===== src/rtl/core/mrts_pkg.sv =====
// shared types and codes of the min-runtime task scheduler
package mrts_pkg;

  // width of a process runtime and of the slice length
  localparam int RT_W    = 48;
  localparam int SLICE_W = 20;
  localparam logic [RT_W-1:0] RT_MAX = {RT_W{1'b1}};

  // process state codes
  typedef enum logic [2:0] {
    ST_UNUSED       = 3'd0,
    ST_SLEEPING     = 3'd1,
    ST_DEEPSLEEPING = 3'd2,
    ST_RUNNABLE     = 3'd3,
    ST_RUNNING      = 3'd4,
    ST_ZOMBIE       = 3'd5
  } proc_state_e;

  // operation codes
  typedef enum logic [1:0] {
    FN_ACTIVATE = 2'd0,
    FN_SCHEDULE = 2'd1,
    FN_EXPIRE   = 2'd2,
    FN_KILL     = 2'd3
  } func_e;

  // one request
  typedef struct packed {
    func_e       func;
    logic [1:0]  cpu;
    logic [3:0]  pid;
    logic        onalert;
    logic [2:0]  set_state;
  } in_item_t;

  // one result
  typedef struct packed {
    logic        accepted;
    logic [3:0]  next_pid;
    logic        switched;
  } out_item_t;

  // controller states
  typedef enum logic [2:0] {
    CS_IDLE,
    CS_LOOKUP,
    CS_MODIFY,
    CS_SCAN,
    CS_SCAN_TAIL,
    CS_RD_BEST,
    CS_WR_BEST,
    CS_FINISH
  } ctrl_state_e;

  // controller to datapath commands
  typedef struct packed {
    logic capture;
    logic lookup;
    logic modify;
    logic scan_start;
    logic scan_step;
    logic rd_best;
    logic commit;
    logic emit;
  } dp_cmd_t;

  // datapath to controller status
  typedef struct packed {
    logic target_ok;
    logic pick;
    logic scan_last;
  } dp_status_t;

endpackage


===== src/rtl/core/mrts_ctrl.sv =====
// sequencing state machine of the min-runtime task scheduler
module mrts_ctrl (
  input  logic                clk_i,
  input  logic                rst_ni,
  input  logic                in_valid_i,
  output logic                in_stall_o,
  output logic                out_valid_o,
  input  logic                out_stall_i,
  input  mrts_pkg::dp_status_t status_i,
  output mrts_pkg::dp_cmd_t    cmd_o
);

  mrts_pkg::ctrl_state_e state_q, state_d;
  logic                  out_valid_q, out_valid_d;
  logic                  out_free;

  // result register can take a new transaction
  assign out_free = !out_valid_q || !out_stall_i;

  // next state
  always_comb begin
    state_d = state_q;
    case (state_q)
      mrts_pkg::CS_IDLE: begin
        if (in_valid_i) state_d = mrts_pkg::CS_LOOKUP;
      end
      mrts_pkg::CS_LOOKUP: begin
        state_d = status_i.target_ok ? mrts_pkg::CS_MODIFY : mrts_pkg::CS_FINISH;
      end
      mrts_pkg::CS_MODIFY: begin
        state_d = status_i.pick ? mrts_pkg::CS_SCAN : mrts_pkg::CS_FINISH;
      end
      mrts_pkg::CS_SCAN: begin
        if (status_i.scan_last) state_d = mrts_pkg::CS_SCAN_TAIL;
      end
      mrts_pkg::CS_SCAN_TAIL: state_d = mrts_pkg::CS_RD_BEST;
      mrts_pkg::CS_RD_BEST:   state_d = mrts_pkg::CS_WR_BEST;
      mrts_pkg::CS_WR_BEST:   state_d = mrts_pkg::CS_FINISH;
      mrts_pkg::CS_FINISH: begin
        if (out_free) state_d = mrts_pkg::CS_IDLE;
      end
      default: state_d = mrts_pkg::CS_IDLE;
    endcase
  end

  // command outputs
  always_comb begin
    cmd_o            = '0;
    cmd_o.capture    = (state_q == mrts_pkg::CS_IDLE) && in_valid_i;
    cmd_o.lookup     = (state_q == mrts_pkg::CS_LOOKUP);
    cmd_o.modify     = (state_q == mrts_pkg::CS_MODIFY);
    cmd_o.scan_start = (state_q == mrts_pkg::CS_MODIFY);
    cmd_o.scan_step  = (state_q == mrts_pkg::CS_SCAN);
    cmd_o.rd_best    = (state_q == mrts_pkg::CS_RD_BEST);
    cmd_o.commit     = (state_q == mrts_pkg::CS_WR_BEST);
    cmd_o.emit       = (state_q == mrts_pkg::CS_FINISH) && out_free;
  end

  // output valid flag
  always_comb begin
    if (cmd_o.emit) begin
      out_valid_d = 1'b1;
    end else if (out_stall_i) begin
      out_valid_d = out_valid_q;
    end else begin
      out_valid_d = 1'b0;
    end
  end

  always_ff @(posedge clk_i or negedge rst_ni) begin
    if (!rst_ni) begin
      state_q     <= mrts_pkg::CS_IDLE;
      out_valid_q <= 1'b0;
    end else begin
      state_q     <= state_d;
      out_valid_q <= out_valid_d;
    end
  end

  assign in_stall_o  = (state_q != mrts_pkg::CS_IDLE);
  assign out_valid_o = out_valid_q;

endmodule


===== src/rtl/core/mrts_dp.sv =====
// process table, run-queue scan and result registers of the scheduler
module mrts_dp #(
  parameter int NUM_CPUS  = 4,
  parameter int NUM_PROCS = 16
) (
  input  logic                          clk_i,
  input  logic                          rst_ni,
  input  mrts_pkg::dp_cmd_t             cmd_i,
  output mrts_pkg::dp_status_t          status_o,
  input  mrts_pkg::in_item_t            in_item_i,
  input  logic                          cfg_we_i,
  input  logic [mrts_pkg::SLICE_W-1:0]  cfg_slice_len_i,
  output mrts_pkg::out_item_t           out_item_o
);

  localparam int PW = (NUM_PROCS > 1) ? $clog2(NUM_PROCS) : 1;
  localparam int CW = (NUM_CPUS > 1) ? $clog2(NUM_CPUS) : 1;
  localparam int RW = mrts_pkg::RT_W;
  localparam logic [PW-1:0] LAST = PW'(NUM_PROCS - 1);

  // process table, one row per slot
  logic [2:0]    st_mem [NUM_PROCS];
  logic [RW-1:0] rt_mem [NUM_PROCS];
  logic          kl_mem [NUM_PROCS];
  logic [CW-1:0] qu_mem [NUM_PROCS];
  logic [NUM_PROCS-1:0] row_vld_q;

  // registered read port
  logic [2:0]    rd_st_q;
  logic [RW-1:0] rd_rt_q;
  logic          rd_kl_q;
  logic [CW-1:0] rd_qu_q;
  logic          rd_vld_q;
  logic [PW-1:0] rd_addr_q;

  // item and working registers
  mrts_pkg::in_item_t           item_q;
  logic [mrts_pkg::SLICE_W-1:0] slice_q;
  logic [PW-1:0]                rpid_q [NUM_CPUS];
  logic [PW-1:0]                tgt_q;
  logic [PW-1:0]                cnt_q;
  logic [PW-1:0]                best_q;
  logic [RW-1:0]                best_rt_q;
  logic                         found_q;
  logic                         eval_q;
  logic                         res_acc_q;
  logic [3:0]                   res_nxt_q;
  logic                         res_sw_q;
  mrts_pkg::out_item_t          out_q;

  // decoded item
  logic [PW-1:0] pid_idx, c_p, cur, item_addr;
  logic [CW-1:0] c_c, pmod;
  logic          pid_ok, cok, is_sched, target_ok;

  // row view and update
  logic [2:0]    v_st, m_st, ns;
  logic [RW-1:0] v_rt, m_rt, rt_chg;
  logic [RW:0]   rt_sum;
  logic          v_kl, m_kl;
  logic [CW-1:0] v_qu, m_qu;
  logic          tgt_idle, ns_ok, refused, wake, mod_acc, cand;

  // memory port control
  logic          rd_en, wr_en;
  logic [PW-1:0] rd_addr, wr_addr;
  logic [2:0]    wr_st;
  logic [RW-1:0] wr_rt;
  logic          wr_kl;
  logic [CW-1:0] wr_qu;

  // item decode
  assign pid_idx   = PW'(item_q.pid);
  assign c_p       = PW'(item_q.cpu);
  assign c_c       = CW'(item_q.cpu);
  assign pid_ok    = 32'(item_q.pid) < NUM_PROCS;
  assign cok       = (32'(item_q.cpu) < NUM_CPUS) && (32'(item_q.cpu) < NUM_PROCS);
  assign cur       = cok ? rpid_q[c_c] : '0;
  assign is_sched  = (item_q.func == mrts_pkg::FN_SCHEDULE) ||
                     (item_q.func == mrts_pkg::FN_EXPIRE);
  assign target_ok = is_sched ? cok : pid_ok;
  assign item_addr = is_sched ? cur : pid_idx;

  // home cpu of the pid, small constant table
  always_comb begin
    pmod = '0;
    for (int i = 0; i < 16; i++) begin
      if (item_q.pid == 4'(i)) pmod = CW'(i % NUM_CPUS);
    end
  end

  // read view, rows never written show their reset contents
  always_comb begin
    if (rd_vld_q) begin
      v_st = rd_st_q;
      v_rt = rd_rt_q;
      v_kl = rd_kl_q;
      v_qu = rd_qu_q;
    end else begin
      v_st = (32'(rd_addr_q) < NUM_CPUS) ? mrts_pkg::ST_RUNNING : mrts_pkg::ST_UNUSED;
      v_rt = '0;
      v_kl = 1'b0;
      v_qu = '0;
    end
  end

  // checks on the target row
  assign tgt_idle = 32'(tgt_q) < NUM_CPUS;
  assign ns       = (item_q.func == mrts_pkg::FN_EXPIRE) ? mrts_pkg::ST_RUNNABLE
                                                         : item_q.set_state;
  assign ns_ok    = ns inside {mrts_pkg::ST_UNUSED, mrts_pkg::ST_SLEEPING,
                               mrts_pkg::ST_DEEPSLEEPING, mrts_pkg::ST_RUNNABLE,
                               mrts_pkg::ST_ZOMBIE};
  assign refused  = (v_kl && (ns != mrts_pkg::ST_ZOMBIE)) || !ns_ok;
  assign wake     = (v_st inside {mrts_pkg::ST_UNUSED, mrts_pkg::ST_SLEEPING,
                                  mrts_pkg::ST_DEEPSLEEPING}) &&
                    !(item_q.onalert && (v_st == mrts_pkg::ST_DEEPSLEEPING));

  // saturating runtime charge
  assign rt_sum = {1'b0, v_rt} + (RW+1)'(slice_q);
  assign rt_chg = (item_q.func == mrts_pkg::FN_EXPIRE)
                  ? (rt_sum[RW] ? mrts_pkg::RT_MAX : rt_sum[RW-1:0]) : v_rt;

  // updated target row
  always_comb begin
    m_st    = v_st;
    m_rt    = v_rt;
    m_kl    = v_kl;
    m_qu    = v_qu;
    mod_acc = 1'b0;
    case (item_q.func)
      mrts_pkg::FN_ACTIVATE: begin
        mod_acc = wake;
        if (wake) begin
          m_st = mrts_pkg::ST_RUNNABLE;
          if (!tgt_idle) m_qu = pmod;
        end
      end
      mrts_pkg::FN_KILL: begin
        m_kl    = 1'b1;
        mod_acc = 1'b1;
      end
      default: begin
        m_rt    = rt_chg;
        mod_acc = !refused;
        if (!refused) begin
          m_st = ns;
          if ((ns == mrts_pkg::ST_RUNNABLE) && !tgt_idle) m_qu = c_c;
        end
      end
    endcase
  end

  // scan candidate, strict less keeps the lower pid on ties
  assign cand = eval_q && !(32'(rd_addr_q) < NUM_CPUS) &&
                (v_st == mrts_pkg::ST_RUNNABLE) && (v_qu == c_c) &&
                (!found_q || (v_rt < best_rt_q));

  // memory port control
  assign rd_en   = (cmd_i.lookup && target_ok) || cmd_i.scan_step || cmd_i.rd_best;
  assign rd_addr = cmd_i.lookup ? item_addr : (cmd_i.scan_step ? cnt_q : best_q);
  assign wr_en   = cmd_i.modify || cmd_i.commit;
  assign wr_addr = cmd_i.modify ? tgt_q : best_q;
  assign wr_st   = cmd_i.modify ? m_st : mrts_pkg::ST_RUNNING;
  assign wr_rt   = cmd_i.modify ? m_rt : v_rt;
  assign wr_kl   = cmd_i.modify ? m_kl : v_kl;
  assign wr_qu   = cmd_i.modify ? m_qu : v_qu;

  // process table memory
  always_ff @(posedge clk_i) begin
    if (wr_en) begin
      st_mem[wr_addr] <= wr_st;
      rt_mem[wr_addr] <= wr_rt;
      kl_mem[wr_addr] <= wr_kl;
      qu_mem[wr_addr] <= wr_qu;
    end
    if (rd_en) begin
      rd_st_q   <= st_mem[rd_addr];
      rd_rt_q   <= rt_mem[rd_addr];
      rd_kl_q   <= kl_mem[rd_addr];
      rd_qu_q   <= qu_mem[rd_addr];
      rd_vld_q  <= row_vld_q[rd_addr];
      rd_addr_q <= rd_addr;
    end
  end

  // control state: config, running pids, row valid bits, scan control
  always_ff @(posedge clk_i or negedge rst_ni) begin
    if (!rst_ni) begin
      slice_q   <= mrts_pkg::SLICE_W'(1);
      row_vld_q <= '0;
      cnt_q     <= '0;
      found_q   <= 1'b0;
      eval_q    <= 1'b0;
      for (int i = 0; i < NUM_CPUS; i++) begin
        rpid_q[i] <= (i < NUM_PROCS) ? PW'(i) : '0;
      end
    end else begin
      if (cfg_we_i) slice_q <= cfg_slice_len_i;
      if (wr_en) row_vld_q[wr_addr] <= 1'b1;
      eval_q <= cmd_i.scan_step;
      if (cmd_i.scan_start) begin
        cnt_q   <= '0;
        found_q <= 1'b0;
      end else begin
        if (cmd_i.scan_step) cnt_q <= cnt_q + 1'b1;
        if (cand) found_q <= 1'b1;
      end
      if (cmd_i.commit) rpid_q[c_c] <= best_q;
    end
  end

  // payload registers
  always_ff @(posedge clk_i) begin
    if (cmd_i.capture) item_q <= in_item_i;
    if (cmd_i.lookup) begin
      tgt_q     <= item_addr;
      res_acc_q <= 1'b0;
      res_nxt_q <= cok ? 4'(cur) : 4'd0;
      res_sw_q  <= 1'b0;
    end
    if (cmd_i.modify) res_acc_q <= mod_acc;
    if (cmd_i.scan_start) begin
      best_q <= c_p;
    end else if (cand) begin
      best_q    <= rd_addr_q;
      best_rt_q <= v_rt;
    end
    if (cmd_i.commit) begin
      res_acc_q <= 1'b1;
      res_nxt_q <= 4'(best_q);
      res_sw_q  <= (best_q != tgt_q);
    end
    if (cmd_i.emit) begin
      out_q.accepted <= res_acc_q;
      out_q.next_pid <= res_nxt_q;
      out_q.switched <= res_sw_q;
    end
  end

  assign status_o.target_ok = target_ok;
  assign status_o.pick      = is_sched && !refused;
  assign status_o.scan_last = (cnt_q == LAST);
  assign out_item_o         = out_q;

endmodule


===== src/rtl/core/min_runtime_task_scheduler_unit.sv =====
// top level of the min-runtime task scheduler
// Per-CPU minimum-runtime scheduler over a table of NUM_PROCS process slots;
// slots below NUM_CPUS are the idle processes. One request is worked at a time
// and gives one result. Activate and kill take a read and a write of the
// target row. Schedule and slice expiry update the current process and, if
// its new state is accepted, scan the whole table one slot per cycle for the
// runnable process of that cpu with the least runtime (lower pid on ties).
// The result sits in an output register, so a new request is taken while the
// previous result is still stalled. The slice length is written through the
// configuration channel, which is always ready; the user must write it only
// while no request is in flight, as the block itself does not enforce it.
module min_runtime_task_scheduler_unit #(
  parameter int NUM_CPUS  = 4,
  parameter int NUM_PROCS = 16
) (
  input  logic                          clk_i,
  input  logic                          rst_ni,
  input  logic                          in_valid_i,
  output logic                          in_stall_o,
  input  mrts_pkg::in_item_t            in_item_i,
  output logic                          out_valid_o,
  input  logic                          out_stall_i,
  output mrts_pkg::out_item_t           out_item_o,
  input  logic                          cfg_valid_i,
  output logic                          cfg_ready_o,
  input  logic [mrts_pkg::SLICE_W-1:0]  cfg_slice_len_i
);

  mrts_pkg::dp_cmd_t    cmd;
  mrts_pkg::dp_status_t status;
  logic                 cfg_we;

  // config register write
  assign cfg_ready_o = 1'b1;
  assign cfg_we      = cfg_valid_i && cfg_ready_o;

  // sequencer
  mrts_ctrl u_ctrl (
    .clk_i       (clk_i),
    .rst_ni      (rst_ni),
    .in_valid_i  (in_valid_i),
    .in_stall_o  (in_stall_o),
    .out_valid_o (out_valid_o),
    .out_stall_i (out_stall_i),
    .status_i    (status),
    .cmd_o       (cmd)
  );

  // process table and scan datapath
  mrts_dp #(
    .NUM_CPUS  (NUM_CPUS),
    .NUM_PROCS (NUM_PROCS)
  ) u_dp (
    .clk_i           (clk_i),
    .rst_ni          (rst_ni),
    .cmd_i           (cmd),
    .status_o        (status),
    .in_item_i       (in_item_i),
    .cfg_we_i        (cfg_we),
    .cfg_slice_len_i (cfg_slice_len_i),
    .out_item_o      (out_item_o)
  );

`ifndef SYNTH
  // a taken transaction makes the block busy on the next cycle
  assert property (@(posedge clk_i) disable iff (!rst_ni)
    in_valid_i && !in_stall_o |=> in_stall_o)
    else $error("request taken but block not busy");

  // the running-process write always follows the read of the picked row
  assert property (@(posedge clk_i) disable iff (!rst_ni)
    cmd.commit |-> $past(cmd.rd_best))
    else $error("commit without read of picked row");

  // the scan stops after the last slot
  assert property (@(posedge clk_i) disable iff (!rst_ni)
    cmd.scan_step && status.scan_last |=> !cmd.scan_step)
    else $error("scan ran past the last slot");

  // a switch only comes from a schedule that was carried out
  assert property (@(posedge clk_i) disable iff (!rst_ni)
    out_valid_o && out_item_o.switched |-> out_item_o.accepted)
    else $error("switch reported on a refused request");
`endif

endmodule


===== config.mk =====
export PLATFORM = sky130hd
export DESIGN_NAME = min_runtime_task_scheduler_unit
export DESIGN_NICKNAME = d
export VERILOG_FILES = /design/src/rtl/core/mrts_pkg.sv /design/src/rtl/core/mrts_ctrl.sv /design/src/rtl/core/mrts_dp.sv /design/src/rtl/core/min_runtime_task_scheduler_unit.sv
export SDC_FILE = /design/constraint.sdc
export NUM_CORES = 2
export LEC_CHECK = 0
export BUFFER_PORTS_ARGS = -buffer_cell sky130_fd_sc_hd__buf_2
export CAP_MARGIN = 20
export CORE_ASPECT_RATIO = 1.75
export CORE_UTILIZATION = 30
export DETAILED_ROUTE_END_ITERATION = 8
export PLACE_DENSITY = 0.54
export SYNTH_ARGS = -nofsm -noshare
export SYNTH_HDL_FRONTEND = slang
export SYNTH_SLANG_ARGS = --single-unit

===== constraint.sdc =====
create_clock -name clk_i -period 6.65 [get_ports clk_i]
set_input_delay 1.995 -clock clk_i [delete_from_list [all_inputs] [get_ports clk_i]]
set_output_delay 1.995 -clock clk_i [all_outputs]
set_load 0.02 [all_outputs]

# Word level (Yosys, flattened, before mapping)
# Memory sizes are Yosys's and may differ from the RTL's. A register that Yosys moved wholly into a read port is not among the register bits.
# Index checks and enable logic that the tools add are counted.
# Widths: inputs -> output; s select.
totals:
  register_bits: 147
  ram_bits: 864
  n_memories: 4
classes:
  n_addsub: 2
  n_lt_le_gt_ge: 8
  n_eq_ne: 40
  muxes: 72
  bitwise_logic: 3
  reduce_logical: 42
memory_table:
  columns: ["name", "words", "width", "rd", "rd_clocked_by_memory_dff", "write_ports", "line", "source"]
  rows:
  - ["u_dp.rt_mem", 16, 48, 1, 1, 1, "mrts_dp.sv:23", "logic [RW-1:0] rt_mem [NUM_PROCS];"]
  - ["u_dp.st_mem", 16, 3, 1, 1, 1, "mrts_dp.sv:22", "logic [2:0] st_mem [NUM_PROCS];"]
  - ["u_dp.qu_mem", 16, 2, 1, 1, 1, "mrts_dp.sv:25", "logic [CW-1:0] qu_mem [NUM_PROCS];"]
  - ["u_dp.kl_mem", 16, 1, 1, 1, 1, "mrts_dp.sv:24", "logic kl_mem [NUM_PROCS];"]
op_table:
  columns: ["operator", "count"]
  rows:
  - ["$mux 48", 5]
  - ["$add 48x20->49", 1]
  - ["$lt 48x48->1", 1]
  - ["$mux 2", 22]
  - ["$mux 4", 11]
  - ["$eq 4x4->1 const B", 9]
  - ["$mux 3", 10]
  - ["$pmux 3 s8", 1]
  - ["$eq 3x2->1 const B", 6]
  - ["$bwmux 16", 1]
  - ["$eq 4x3->1 const B", 4]
  - ["$or 16x16->16", 1]
  - ["$eq 3x3->1 const B", 5]
  - ["$mux 1", 15]
  - ["$logic_and 1x1->1", 13]
  - ["$lt 4x5->1 const B", 2]
  - ["$eq 3x1->1 const B", 3]
  - ["$logic_not 3->1", 3]
  - ["$bmux 4 s2", 1]
  - ["$demux 4 s2", 1]
  - ["$eq 4x2->1 const B", 2]
  - ["$logic_not 1->1", 8]
  - ["$lt 4x3->1 const B", 2]
  - ["$reduce_bool 2->1", 4]
  - ["26 further kinds", 36]

# Depth between registers and ports, before layout
depth:
  word_depth: 20
  ltp_mapped: 15
  depth_no_buf: 11

# Cells and area by module
# From an unflattened synthesis, not the netlist that was laid out.
hier_totals:
  hier_cells: 3693
  hier_area_um2: 45353.5
by_module_without_submodules:
  columns: ["mod", "n_inst", "cells_each", "area_each_um2", "seq_area_each_um2"]
  rows:
  - ["mrts_dp", 1, 3654, 45035.7, 31546.5]
  - ["mrts_ctrl", 1, 37, 306.5, 100.1]
  - ["min_runtime_task_scheduler_unit", 1, 2, 11.3, 0.0]

# Worst setup path before layout
# OpenSTA, ideal clock, no wires.
synth_path:
  kind: "reg-to-reg"
  from: "register u_ctrl.state_q[1]"
  to: "register u_dp.rd_addr_q[0] (enable)"
  setup_time_ns: 0.566
  t_arrival_ns: 5.066
  t_required_ns: 6.084
  setup_slack_ns: 1.019
  path_stages_with_launch: 4
  path_buffers: 2
  synth_period_minus_slack_ns: 5.631
  cell_sequence: "dfrtp_1 -> clkbuf_1 -> buf_1 -> a21boi_0"
synth_between:
  elab_chain_cells: 3
  word_cells_on_any_way: 5
  cone_classes: "eq/ne (3); reduce/logical (2)"
synth_rtl:
  columns: ["item", "line", "source"]
  rows:
  - ["from (decl)", "mrts_ctrl.sv:13", "mrts_pkg::ctrl_state_e state_q, state_d;"]
  - ["from (signal assigned)", "mrts_ctrl.sv:72", "state_q <= mrts_pkg::CS_IDLE;"]
  - ["from (signal assigned)", "mrts_ctrl.sv:75", "state_q <= state_d;"]
  - ["$eq 3x1->1 / $eq 3x2->1 (equally long branches)", "mrts_ctrl.sv:50, mrts_ctrl.sv:53", null]
  - ["$logic_or 1x1->1", "mrts_dp.sv:160", "assign rd_en = (cmd_i.lookup && target_ok) || cmd_i.scan_step || cmd_i.rd_best;"]
  - ["$logic_or 1x1->1 *", "mrts_dp.sv:160", null]
  - ["net u_dp.rd_en", "mrts_dp.sv:65", "logic rd_en, wr_en;"]
  - ["to (signal assigned)", "mrts_dp.sv:183", "rd_addr_q <= rd_addr;"]
  - ["to (decl)", "mrts_dp.sv:34", "logic [PW-1:0] rd_addr_q;"]
# The timed path passes the listed nets; every way through them passes the cells marked *.
# A chain may end at the register's enable or synchronous reset.

# Worst setup path after layout
layout_path:
  from: "register u_dp.rd_vld_q"
  to: "memory u_dp.rt_mem[4][47] (netlist name), data pin"
layout_between:
  elab_chain_cells: 6
layout_rtl:
  columns: ["item", "line", "source"]
  rows:
  - ["from (decl)", "mrts_dp.sv:33", "logic rd_vld_q;"]
  - ["from (signal assigned)", "mrts_dp.sv:182", "rd_vld_q <= row_vld_q[rd_addr];"]
  - ["$mux 48", "mrts_dp.sv:94", "if (rd_vld_q) begin"]
  - ["net u_dp.v_rt[16]", "mrts_dp.sv:58", "logic [RW-1:0] v_rt, m_rt, rt_chg;"]
  - ["$add 48x20->49", "mrts_dp.sv:120", "assign rt_sum = {1'b0, v_rt} + (RW+1)'(slice_q);"]
  - ["$mux 48 (2 in series)", "mrts_dp.sv:122", "? (rt_sum[RW] ? mrts_pkg::RT_MAX : rt_sum[RW-1:0]) : v_rt;"]
  - ["$mux 48", "mrts_dp.sv:131", "case (item_q.func)"]
  - ["$mux 48", "mrts_dp.sv:165", "assign wr_rt = cmd_i.modify ? m_rt : v_rt;"]
  - ["net u_dp.wr_rt[47]", "mrts_dp.sv:68", "logic [RW-1:0] wr_rt;"]
  - ["to (decl)", "mrts_dp.sv:23", null]
# The timed path passes the listed nets, and every way through them passes these cells.

==> results_dict.tcl <==
set metrics [dict create \
    status "finished clean" \
    synth-seq-cells 1065 \
    cts.repair.resized 0 \
    total_power_mw 23.8 \
    coreArea_um2 150000 \
    path_cells "buf_4, and2_1, ha_1, nand2_1, o21ai_0, a31oi_1, o21ai_1, a32oi_2, nor4_1, mux2i_1" \
    antenna_found_initial 4 \
    cp-start-kind "flip-flop" \
    synth-async-reset-ratio_pct 5.82 \
    min_from "u_dp.res_nxt_q[0]$_DFFE_PP_" \
    hp-class "flip-flop to flip-flop" \
    clockBufferDepth 3 \
    skew_ns 0.0288 \
    ys.flop_type "edfxtp_1" \
    grt_pass1_vias 25773 \
    rsz0062_at_grt "false" \
    io_pins 46 \
    period_share_pct 74.4 \
    avgSynthCellArea_um2 15.2 \
    maxCapViolCount 0 \
    finalWirelength_um 121000 \
    arrival_ns 5.28 \
    critPathMaxStageDelay_ns 0.93 \
    cts.sinks 1065 \
    hold-path-cell-count 0 \
    end_kind "flip-flop" \
    power_density_nw_per_um2 464 \
    viasPerCell 4.93 \
    hold_ws_ns 0.424 \
    stdcell_count 5130 \
    grt_start_max_net_pins 136 \
    grtUsageTotal_pct 15.7 \
    drive_above_1_share_pct 14.3 \
    r2r_end "u_dp.rt_mem[4][47]$_DFFE_PP_" \
    grt_overflow 0 \
    relSlewSlack_pct 24.5 \
    firstDrtPassIters 5 \
    syn-num-nets 3105 \
    synth_top_area_share_pct 66.0 \
    vdd_drop_max_v 0.000600 \
    min_period_ns 4.95 \
    reg2reg_depth 10 \
    dieHeight_um 517 \
    netlist_instances 2996 \
    final_nets 3170 \
    synth_largest_area_cell "edfxtp_1" \
    synthAdderAreaFrac_pct 2.00 \
    worstReg2RegStart "u_dp.rd_vld_q$_DFFE_PP_" \
    drc_errors 0 \
    h-tree-depth 3 \
    path_class "flip-flop to flip-flop" \
    vias 25312 \
    clk_pin_slew_ns 0.07 \
    rows 188 \
    initial_core_util_pct 30.3 \
    ant_nets 0 \
    synth_area_um2 45500 \
    synth_top_family_by_area "multiplexers" \
    ys_types 74 \
    detail_route.wl_per_cell_um 23.5 \
    synth_simple_gate_area_share_pct 6.06 \
    synth-xor-area-share_pct 0.770 \
    dieArea_um2 153000 \
    cts_tree "done" \
    area_delta_synth_final_pct 12.9 \
    hold_buffers 0 \
    dp_hpwl_um 72900 \
    port_buffers 44 \
    synth_edf_count 1000 \
    synth-compound-area-share_pct 6.33 \
    post_cts_buffers 0 \
    place_congestion 0.920 \
    dieWidth_um 296 \
    critPathRequiredTime_ns 6.99 \
    p_leak_nw 18.3 \
    yosys_warnings 0 \
    drt_iter0_drc 1411 \
    synth_seq_area_share_pct 69.6 \
    cts_made_buffers 92 \
    synth.area.mux_share_pct 12.7 \
    slowest_stage "mux2i_1" \
    tightest_slew_ns 1.10 \
    crit_fanout 39 \
    hold_end "u_dp.out_item_o[1]$_DFFE_PP_" \
    fin_tns_setup_ns 0 \
    fmax_mhz 202 \
    dpl.cell_count 4955 \
    worstSkewPairLatency_ns 0.71 \
    synth_area_leaders "edfxtp_1, mux2i_1, dfrtp_1" \
    rrSetupSlack_ns 1.70 \
    cts-root-buf "clkbuf_16" \
    setup_viol 0 \
    hold_viol 0 \
    final_max_slew_viol_count 0 \
    grt_pass1_wl_um 175000 \
]
## metrics by stage
step	setup slack [ns]	utilization [%]	cell area, um2
3_3_place_gp	1.82	32.2	48300
6_report	1.70	34.2	51400
2_1_floorplan	1.02	-	45500
3_5_place_dp	1.75	32.2	48300
5_1_grt	1.36	34.2	51400
4_1_cts	1.70	34.2	51300
## worst max-delay path, delay by kind of cell (launching register included)
family | cells | cell delay, ns
flip-flops | 1 | 0.75
AND/OR/NAND/NOR | 3 | 0.81
multiplexers | 1 | 0.93
buffers and inverters | 1 | 0.46
AO/OA/AOI/OAI | 4 | 1.33
adder cells (fa/ha/maj) | 1 | 0.27
## Yosys cell counts, drive strengths merged, types with 22 or more instances
cell / n
mux2i: 399
ha: 71
o221ai: 56
xnor2: 25
nor2: 192
mux2: 150
buf: 71
edfxtp: 1000
o21ai: 41
and2: 40
clkbuf: 84
nand4: 22
nor3: 22
nand2: 242
a32oi: 59
a21oi: 165
inv: 75
dfrtp: 57
## per-layer routing
metal	global-route usage (%)	share of wire, %	vias to the layer above
li1	-	-	11577
met1	17.5	39	13067
met2	30.3	56	518
met3	1.83	3.3	150
met5	0	0	-
met4	4.93	2.6	0
## how the worst max path moves through the flow
stage	slack, ns	depth (start not counted)	start	to
2_1_floorplan	1.02	3	u_ctrl.state_q[1]$_DFFE_PN0P_	u_dp.rd_addr_q[0]$_DFFE_PP_
3_3_place_gp	1.82	10	u_dp.rd_vld_q$_DFFE_PP_	u_dp.rt_mem[10][43]$_DFFE_PP_
3_5_place_dp	1.75	10	u_dp.rd_vld_q$_DFFE_PP_	u_dp.rt_mem[7][39]$_DFFE_PP_
4_1_cts	1.70	10	u_dp.rd_vld_q$_DFFE_PP_	u_dp.rt_mem[5][39]$_DFFE_PP_
5_1_grt	1.36	10	u_dp.rd_vld_q$_DFFE_PP_	u_dp.rt_mem[4][47]$_DFFE_PP_
6_report	1.70	10	u_dp.rd_vld_q$_DFFE_PP_	u_dp.rt_mem[4][47]$_DFFE_PP_
## state kept, by name, indices dropped and copies added, names as in the netlist, 6 cells and up
| register | cells |
|---|---|
| u_dp.rt_mem | 768 |
| u_dp.best_rt_q | 48 |
| u_dp.rd_rt_q | 48 |
| u_dp.st_mem | 48 |
| u_dp.qu_mem | 32 |
| u_dp.slice_q | 20 |
| u_dp.kl_mem | 16 |
| u_dp.row_vld_q | 16 |
| u_dp.rpid_q | 16 |
| u_dp.item_q | 6 |
| u_dp.out_item_o | 6 |
## cell families (layout without fill, tap and decap cells)
group,after synthesis,after routing
compound gates,422,422
xor+xnor,40,40
fa+ha+maj,72,72
buf+inv,230,368
flops,1065,1065
mux,553,553
other cells,1,2
simple gates,613,613
## placed cells by master (no fill, tap or decap), types with 17 or more instances in the layout
cell	count
buf_2	43
o21ai_0	36
buf_4	64
nor3_1	19
inv_1	74
mux2_2	121
clkinv_2	18
edfxtp_1	1000
buf_12	18
or2_2	21
ha_1	71
dfrtp_1	57
clkbuf_16	93
nor2_4	17
mux2i_1	399
o221ai_1	56
a21o_1	19
nand4_1	22
clkbuf_1	19
a21oi_1	165
nor2_1	175
and2_1	36
xnor2_1	25
nand3_1	19
mux2_1	29
nand2_1	242
a32oi_1	57
## layout make-up
cell class,instances,area (um2)
clock inverter,54,563
timing repair buffer,126,1080
tap,1995,2500
antenna,1,2.50
multi-input combinational,1701,12900
inverter,75,283
fill,14563,98700
clock buffer,113,2410
sequential,1065,31600
## report_power, final
group | switching, mW | leakage [nW] | internal (mW) | total [mW]
combinational | 5.55 | 6.91 | 3.03 | 8.59
clock | 2.46 | 1.45 | 2.99 | 5.44
sequential | 0.491 | 9.92 | 9.30 | 9.79
No activity file was read; power rests on OpenSTA's default activity.
